[src/hdl/minv_pkg.sv]
// Shared types and constants for the modular inverse block.
package minv_pkg;

  typedef logic [1:0] phase_t;

  localparam phase_t PH_IDLE  = 2'd0;
  localparam phase_t PH_ALIGN = 2'd1;
  localparam phase_t PH_SUB   = 2'd2;

  typedef struct packed {
    logic busy;
    logic done;
  } div_status_t;

endpackage

[src/hdl/minv_div.sv]
// Shift-subtract divider that also accumulates quotient times a cofactor.
module minv_div
  import minv_pkg::*;
#(
  parameter int W = 32
) (
  input  logic         clk,
  input  logic         rst,
  input  logic         start,
  input  logic [W-1:0] n,
  input  logic [W-1:0] d,
  input  logic [W-1:0] tm_in,
  output div_status_t  status,
  output logic [W-1:0] rem,
  output logic [W-1:0] acc
);

  localparam int CW = $clog2(W);

  phase_t        phase;
  logic          done;
  logic [W-1:0]  ds;
  logic [W-1:0]  tm;
  logic [CW-1:0] cnt;
  logic [W-1:0]  ds_dbl;
  logic          ge;
  logic [W-1:0]  acc_next;

  assign ds_dbl   = {ds[W-2:0], 1'b0};
  assign ge       = (rem >= ds);
  assign acc_next = {acc[W-2:0], 1'b0} + (ge ? tm : '0);

  always_ff @(posedge clk) begin
    if (rst) begin
      phase <= PH_IDLE;
      done  <= 1'b0;
    end else begin
      done <= 1'b0;
      case (phase)
        PH_IDLE: begin
          if (start) begin
            rem   <= n;
            ds    <= d;
            tm    <= tm_in;
            acc   <= '0;
            cnt   <= '0;
            phase <= PH_ALIGN;
          end
        end
        PH_ALIGN: begin
          if (!ds[W-1] && (ds_dbl <= rem)) begin
            ds  <= ds_dbl;
            cnt <= cnt + CW'(1);
          end else begin
            phase <= PH_SUB;
          end
        end
        PH_SUB: begin
          if (ge) begin
            rem <= rem - ds;
          end
          acc <= acc_next;
          ds  <= {1'b0, ds[W-1:1]};
          if (cnt == '0) begin
            phase <= PH_IDLE;
            done  <= 1'b1;
          end else begin
            cnt <= cnt - CW'(1);
          end
        end
        default: begin
          phase <= PH_IDLE;
        end
      endcase
    end
  end

  assign status.busy = (phase != PH_IDLE);
  assign status.done = done;

endmodule

[src/hdl/modular_inverse.sv]
// Top level of the modular inverse block: extended Euclid around a shared divider.
// Latency per transaction is data dependent: each Euclid step takes one division whose length
// grows with the bit length of that step's quotient, and one reduction division comes first;
// all of it runs on the single shift-subtract unit.
// One transaction is in flight at a time; a finished result may wait while the next is taken.
// The synchronous reset clears the sequencer, the divider and the result valid.
module modular_inverse
  import minv_pkg::*;
#(
  parameter int WIDTH = 32
) (
  input  logic        clk,
  input  logic        rst,
  input  logic        req_valid,
  output logic        req_stall,
  input  logic [31:0] value,
  input  logic [31:0] modulus,
  output logic        rsp_valid,
  input  logic        rsp_stall,
  output logic [31:0] inverse,
  output logic        not_invertible
);

  localparam logic [2:0] S_IDLE   = 3'd0;
  localparam logic [2:0] S_REDUCE = 3'd1;
  localparam logic [2:0] S_LOOP   = 3'd2;
  localparam logic [2:0] S_DIV    = 3'd3;
  localparam logic [2:0] S_FINISH = 3'd4;

  localparam logic [WIDTH-1:0] ONE = {{(WIDTH-1){1'b0}}, 1'b1};

  logic [2:0]        state;
  logic [WIDTH-1:0]  modreg;
  logic [WIDTH-1:0]  r0;
  logic [WIDTH-1:0]  r1;
  logic [WIDTH-1:0]  t0;
  logic [WIDTH-1:0]  t1;
  logic              idx;
  logic [WIDTH+31:0] value_ext;
  logic [WIDTH+31:0] modulus_ext;
  logic [WIDTH-1:0]  value_w;
  logic [WIDTH-1:0]  modulus_w;
  logic              accept;
  logic              div_start;
  logic [WIDTH-1:0]  div_n;
  logic [WIDTH-1:0]  div_d;
  logic [WIDTH-1:0]  div_t;
  div_status_t       div_st;
  logic [WIDTH-1:0]  div_rem;
  logic [WIDTH-1:0]  div_acc;
  logic [WIDTH-1:0]  t_red;
  logic [WIDTH-1:0]  inv_w;
  logic [WIDTH+31:0] inv_ext;
  logic              out_free;

  assign value_ext   = {{WIDTH{1'b0}}, value};
  assign modulus_ext = {{WIDTH{1'b0}}, modulus};
  assign value_w     = value_ext[WIDTH-1:0];
  assign modulus_w   = modulus_ext[WIDTH-1:0];

  assign req_stall = (state != S_IDLE);
  assign accept    = req_valid && (state == S_IDLE);

  assign div_start = !div_st.busy &&
                     ((accept && (modulus_w != '0)) || ((state == S_LOOP) && (r1 != '0)));
  assign div_n     = (state == S_IDLE) ? value_w : r0;
  assign div_d     = (state == S_IDLE) ? modulus_w : r1;
  assign div_t     = (state == S_IDLE) ? '0 : t1;

  minv_div #(
    .W(WIDTH)
  ) u_div (
    .clk   (clk),
    .rst   (rst),
    .start (div_start),
    .n     (div_n),
    .d     (div_d),
    .tm_in (div_t),
    .status(div_st),
    .rem   (div_rem),
    .acc   (div_acc)
  );

  // The final cofactor is negative when the step count is even.
  assign t_red   = (t0 == modreg) ? '0 : t0;
  assign inv_w   = (r0 != ONE) ? '0 : ((idx || (t_red == '0)) ? t_red : modreg - t_red);
  assign inv_ext = {32'd0, inv_w};

  assign out_free = !rsp_valid || !rsp_stall;

  always_ff @(posedge clk) begin
    if (rst) begin
      state     <= S_IDLE;
      rsp_valid <= 1'b0;
    end else begin
      if ((state == S_FINISH) && out_free) begin
        rsp_valid <= 1'b1;
      end else if (rsp_valid && !rsp_stall) begin
        rsp_valid <= 1'b0;
      end
      case (state)
        S_IDLE: begin
          if (accept) begin
            modreg <= modulus_w;
            if (modulus_w == '0) begin
              r0    <= '0;
              state <= S_FINISH;
            end else begin
              state <= S_REDUCE;
            end
          end
        end
        S_REDUCE: begin
          if (div_st.done) begin
            r0    <= modreg;
            r1    <= div_rem;
            t0    <= '0;
            t1    <= ONE;
            idx   <= 1'b0;
            state <= S_LOOP;
          end
        end
        S_LOOP: begin
          if (r1 == '0) begin
            state <= S_FINISH;
          end else begin
            state <= S_DIV;
          end
        end
        S_DIV: begin
          if (div_st.done) begin
            r0    <= r1;
            r1    <= div_rem;
            t0    <= t1;
            t1    <= t0 + div_acc;
            idx   <= !idx;
            state <= S_LOOP;
          end
        end
        S_FINISH: begin
          if (out_free) begin
            inverse        <= inv_ext[31:0];
            not_invertible <= (r0 != ONE);
            state          <= S_IDLE;
          end
        end
        default: begin
          state <= S_IDLE;
        end
      endcase
    end
  end

endmodule

[config.mk]
export PLATFORM = sky130hd
export DESIGN_NAME = modular_inverse
export DESIGN_NICKNAME = d
export VERILOG_FILES = /design/src/hdl/minv_pkg.sv /design/src/hdl/minv_div.sv /design/src/hdl/modular_inverse.sv
export SDC_FILE = /design/constraint.sdc
export NUM_CORES = 1
export LEC_CHECK = 0
export BUFFER_PORTS_ARGS = -buffer_cell sky130_fd_sc_hd__clkbuf_2
export CAP_MARGIN = 20
export CORE_UTILIZATION = 40
export DETAILED_ROUTE_END_ITERATION = 12
export GPL_ROUTABILITY_DRIVEN = 0
export SYNTH_ARGS = -nofsm -noshare
export SYNTH_HDL_FRONTEND = slang
export SYNTH_HIERARCHICAL = 1
export SYNTH_SLANG_ARGS = --single-unit
[constraint.sdc]
create_clock -name clk -period 9.3 [get_ports clk]
set_input_delay 1.395 -clock clk [delete_from_list [all_inputs] [get_ports clk]]
set_output_delay 1.395 -clock clk [all_outputs]
set_load 0.02 [all_outputs]
---- Word level (Yosys, flattened, before mapping) ----
Cells that the tools add are included.
word-level totals
  register bits ........................... 334
  output and inout bits ................... 35
  logic and storage cells ................. 135
operators by class
  $add $sub $neg .......................... 6
  $lt $le $gt $ge ......................... 2
  equality and inequality tests ........... 20
  muxes and demuxes ....................... 44
  bitwise gates (word level) .............. 2
  reductions and logical operators ........ 44
operator list
  kind                                                                      count
  32-bit two-way mux                                                        18
  32-bit one-hot mux with 2 select lines                                    4
  32-bit one-hot mux with 3 select lines                                    2
  32-bit zero test                                                          3
  32-bit adder                                                              2
  32-bit nonzero test                                                       2
  32-bit subtractor                                                         2
  32-bit == test                                                            1
  32-bit greater-or-equal comparator                                        1
  32-bit <= comparator                                                      1
  32-bit by 1-bit inequality test with 1-bit output, second input constant  1
  3-bit AND reduction                                                       7
  3-bit two-way mux                                                         5
  5-bit two-way mux                                                         3
  5-bit one-hot mux with 3 select lines                                     1
  2-bit by 1-bit inequality test with 1-bit output, second input constant   7
  3-bit one-hot mux with 4 select lines                                     1
  4-bit AND reduction                                                       3
  2-bit inequality test, second input constant                              5
  3-bit nonzero test                                                        3
  2-bit nonzero test                                                        4
  1-bit logical AND                                                         7
  3-bit by 2-bit == test with 1-bit output, second input constant           2
  2-bit two-way mux                                                         3
  18 further kinds                                                          30

---- Longest topological paths before layout ----
  depth after elaboration ................. 7
  gate-level depth with buffers ........... 21
  mapped depth without buffers ............ 20

---- By module ----
Netlist, hierarchy kept.
modules (own cells, without submodules)
  module           times used  cells each  area each (sq um)  seq. area each (sq um)
  modular_inverse  1           1245        12155.4            5905.7
  minv_div         1           1012        9840.7             4053.9

---- Worst setup path after synthesis ----
Ideal clock, no wire load.
  path type ............................... in2reg
  start ................................... input port modulus[24]
  end ..................................... register r0[0] (enable)
  library setup time ...................... 595 ps
  arrival ................................. 7198 ps
  data required time ...................... 8705 ps
  setup slack ............................. 1507 ps
  stages on the path ...................... 4
  cells stage by stage .................... nor4_1 > nand4_1 > or2_2 > a2111oi_0
between the ends
  word-level cells in the longest chain between the ends .. 3
ends and longest elaborated chain
  element                                                            line                    source
  start, declared                                                    modular_inverse.sv:17   input logic [31:0] modulus,
  32-bit zero test                                                   modular_inverse.sv:105  if (modulus_w == '0) begin
  2-bit by 1-bit inequality test with 1-bit output (no source line)  n/a
  6-bit AND reduction (no source line)                               n/a
  end signal, assigned                                               modular_inverse.sv:115  r0 <= modreg;
  end signal, assigned                                               modular_inverse.sv:132  r0 <= r1;
  end, declared                                                      modular_inverse.sv:34   logic [WIDTH-1:0] r0;
Every way passes these cells.
A chain may end at the register's enable or synchronous reset.

---- Worst setup path after layout ----
  start ................................... register u_div.ds[9]
  end ..................................... register u_div.acc[27] (data pin)
between the ends
  word-level cells in the longest chain between the ends .. 4
ends and longest elaborated chain
  element                                 line            source
  start, declared                         minv_div.sv:22  logic [W-1:0] ds;
  start signal, assigned                  minv_div.sv:52  ds <= ds_dbl;
  start signal, assigned                  minv_div.sv:63  ds <= {1'b0, ds[W-1:1]};
  32-bit greater-or-equal comparator      minv_div.sv:30  assign ge = (rem >= ds);
  32-bit two-way mux                      minv_div.sv:31  assign acc_next = {acc[W-2:0], 1'b0} + (ge ? tm : '0);
  32-bit adder                            minv_div.sv:31
  32-bit one-hot mux with 2 select lines  minv_div.sv:39  case (phase)
  end signal, assigned                    minv_div.sv:62  acc <= acc_next;
  end, declared                           minv_div.sv:15  output logic [W-1:0] acc
Every way passes these cells.

==> insert_results.sql <==
INSERT INTO impl_metrics (metric_group, metric, value, unit) VALUES
('sta', 'max_slew.worst_pin.slew', '1.09', 'ns'),
('place', 'dpl.cell_count', '2984', ''),
('worst_setup_path', 'crit_path_end_kind', 'flop', ''),
('grt', 'vias_in_the_first_global_route', '17200', ''),
('sta', 'final.setup_skew', '0.0292', 'ns'),
('floorplanning', 'initial_core_util', '40.7', '%'),
('sta', 'rsz0062_at_grt', 'false', ''),
('synth', 'netlist.top_cell.by_area', 'edfxtp_1', ''),
('worst_setup_path', 'critical_path.max_stage_delay', '0.45', 'ns'),
('finish', 'layout-drive-gt1-share', '10.6', '%'),
('synth', 'postSynthRegisterBits', '334', ''),
('synth', 'yosys-top-cells-area', 'edfxtp_1 45%, ha_1 9.3%, nand2_1 5.2%, nor2_1 3.9%, a21oi_1 3.8%', ''),
('power', 'leakage', '0.00983', 'uW'),
('clocking', 'clk_lat_worst_skew', '0.56', 'ns'),
('clocking', 'clock_tree.htree_level_count', '2', ''),
('worst_setup_path', 'ordered_cell_list_for_the_critical_path', 'inv_1 -> ha_1 -> a21oi_1 -> o21a_1 -> o21ai_0 -> nor3_1 -> o221ai_1 -> nor3_2 -> buf_4 -> nor2b_1 -> ha_1 -> fa_1 -> a21o_1 -> a221oi_1 -> a211oi_1 -> a21oi_1 -> a21oi_1 -> o41ai_1 -> o211ai_1', ''),
('floorplanning', 'core_region_area', '0.0540', 'sq mm'),
('grt', 'antenna_found_initial', '1', ''),
('power', 'power_density', '222', 'mW/mm^2'),
('finish', 'num-nets-final', '2565', ''),
('grt', 'gr_util_all_layers', '23.1', '%'),
('sta', 'layout_min_cycle_time', '5.92', 'ns'),
('clocking', 'cts_post_setup_buffers_inserted', '0', ''),
('clocking', 'ctsLongestPathBuffers', '3', ''),
('clocking', 'tritoncts_num_sinks', '334', ''),
('floorplanning', 'die_area', '0.0559', 'sq mm'),
('synth', 'ys_async_sr_fraction', '0', '%'),
('synth', 'synthDominantCellAreaShare', '44.6', '%'),
('finish', 'fraction_of_the_core_area_covered_by_cells_at_the_end_of_the_flow', '45.3', '%'),
('clocking', 'cts_tree', 'yes', ''),
('finish', 'final_cells', '3054', ''),
('job', 'max_cap_violations', '0', ''),
('floorplanning', 'die_width', '237', 'um'),
('drt', 'detail_route.wl_per_cell', '21.5', 'um'),
('sta', 'finalCritPeriodShare', '63.7', '%'),
('clocking', 'cts_root_buffer_type', 'clkbuf_16', ''),
('grt', 'global_route_wire_length_before_repair', '101000', 'um'),
('worst_setup_path', 'critical_path.startpoint_type', 'flop', ''),
('worst_setup_path', 'cp_slowest_cell', 'a221oi_1', ''),
('status', 'outcome', 'finished clean', ''),
('worst_setup_path', 'arrival', '6.21', 'ns'),
('drt', 'detail_route_antenna_nets', '0', ''),
('floorplanning', 'row_count', '85', ''),
('drt', 'route.detailed.drc', '0', ''),
('synth', 'synth_edf_count', '327', ''),
('power', 'worst_ir_drop_vdd', '117', 'uV'),
('worst_setup_path', 'buffering_stage_count_on_the_worst_path_with_inverters_included', '2', ''),
('finish', 'synthToLayoutAreaGrowth', '11.3', '%'),
('synth', 'mappedNetlistNets', '2494', ''),
('worst_setup_path', 'most_repeated_library_cell_on_the_critical_path', 'a21oi_1', ''),
('drt', 'detail_route.first_pass.iterations', '5', ''),
('drt', 'route.vias.total', '17900', ''),
('sta', 'timing.slew.headroom', '27.2', '%'),
('synth', 'yosys.cell_count.top_type', 'edfxtp_1', ''),
('sta', 'timing.final.setup_violations', '0', ''),
('synth', 'synth_top_flop_cell', 'edfxtp_1', ''),
('clocking', 'cts-buffers-inserted', '38', ''),
('worst_setup_path', 'critical_path.top_delay_family', 'compound AO/OA/AOI/OAI gates', ''),
('synth', 'fraction_of_the_yosys_area_taken_by_sequential_cells', '45.3', '%'),
('hold_path', 'hold_class', 'reg2reg', ''),
('drt', 'finalWirelength', '65500', 'um'),
('clocking', 'clock_pin_slew_worst_setup_and_hold_paths', '0.06', 'ns'),
('worst_setup_path', 'critPathKind', 'reg2reg', ''),
('sta', 'fmax', '0.169', 'GHz'),
('clocking', 'post_cts.resized_instances', '0', ''),
('sta', 'tns', '0', 'ns'),
('synth', 'synth_common_cells', '327 x edfxtp_1, 307 x nand2_1, 229 x nor2_1', ''),
('drt', 'vias_per_cell', '5.85', ''),
('synth', 'yosys.cell_types.count', '88', ''),
('floorplanning', 'boundaryPins', '103', ''),
('place', 'dp.final_hpwl', '48000', 'um');
-- layout make-up --
type,count,area [sq um]
fill,5110,29500
multi-input combinational,1722,11300
sequential,334,9960
clock buffer,45,998
tap,696,871
timing repair buffer,123,668
inverter,109,409
clock inverter,25,255
-- where the power goes --
part           internal, uW  switching (uW)  leakage [uW]
Clock                   886             657      0.000607
Sequential             1860             131       0.00316
Combinational           731            1180       0.00606
-- layout by cell type, fill, tap and decap left out, types with 28 or more instances in the layout --
| cell type | n |
|---|---|
| nand3_1 | 31 |
| nor2b_1 | 41 |
| and2_1 | 45 |
| a21o_1 | 60 |
| a21oi_1 | 166 |
| ha_1 | 162 |
| clkbuf_16 | 39 |
| and3_1 | 42 |
| o21ai_0 | 61 |
| nor2_1 | 226 |
| nor3_1 | 28 |
| edfxtp_1 | 327 |
| clkbuf_2 | 102 |
| xor2_1 | 38 |
| inv_1 | 107 |
| nand2_1 | 307 |
| nand4_1 | 40 |
| mux2i_1 | 37 |
| nor4_1 | 39 |
| a22oi_1 | 32 |
| xnor2_1 | 88 |
-- stage by stage --
step	cell area (sq um)	setup WS [ns]	power [uW]
floorplan	22000	1.51	3400
global placement	23200	3.68	3860
detailed placement	23200	3.61	3890
CTS	24500	3.57	5450
global route	24500	3.10	5730
finish	24500	3.38	5440
-- layer usage --
layer | GRT usage, % | share of wire, %
met2 | 37.0 | 46
met5 | 0 | 0.018
met1 | 32.3 | 45
met3 | 2.97 | 6.4
met4 | 7.77 | 3.1
-- kinds of logic (layout without fill, tap and decap cells) --
family	after synthesis	in the layout	synth area share [%]
AOI/OAI and AO/OA	497	497	15.0
xor gates and xnor gates	126	126	5.02
adders and majority gates	169	169	9.78
buffers and inverters	201	302	3.62
DFF	334	334	45.3
muxes	57	57	2.71
and+or+nand+nor	873	873	18.6
-- worst paths after layout --
| path | start | end | slack, ns | depth (start not counted) |
|---|---|---|---|---|
| max | u_div/ds[9]$_DFFE_PP_ | u_div/acc[27]$_SDFFCE_PN0P_ | 3.38 | 19 |
| min | u_div/rem[26]$_DFFE_PP_ | r1[26]$_DFFE_PP_ | 0.49 | 0 |
| min reg2reg | u_div/rem[26]$_DFFE_PP_ | r1[26]$_DFFE_PP_ | 0.49 | 0 |
| max reg2reg | u_div/ds[9]$_DFFE_PP_ | u_div/acc[27]$_SDFFCE_PN0P_ | 3.38 | 19 |
-- worst register-to-register path, cell delays in order (launching register included) --
cell and delay [ns]:
edfxtp_1 0.42, inv_1 0.06, ha_1 0.35, a21oi_1 0.17, o21a_1 0.28, o21ai_0 0.13
nor3_1 0.42, o221ai_1 0.38, nor3_2 0.26, buf_4 0.38, nor2b_1 0.11, ha_1 0.24
fa_1 0.42, a21o_1 0.22, a221oi_1 0.45, a211oi_1 0.24, a21oi_1 0.35, a21oi_1 0.19
o41ai_1 0.42, o211ai_1 0.16
No activity file was read; power rests on OpenSTA's default activity.
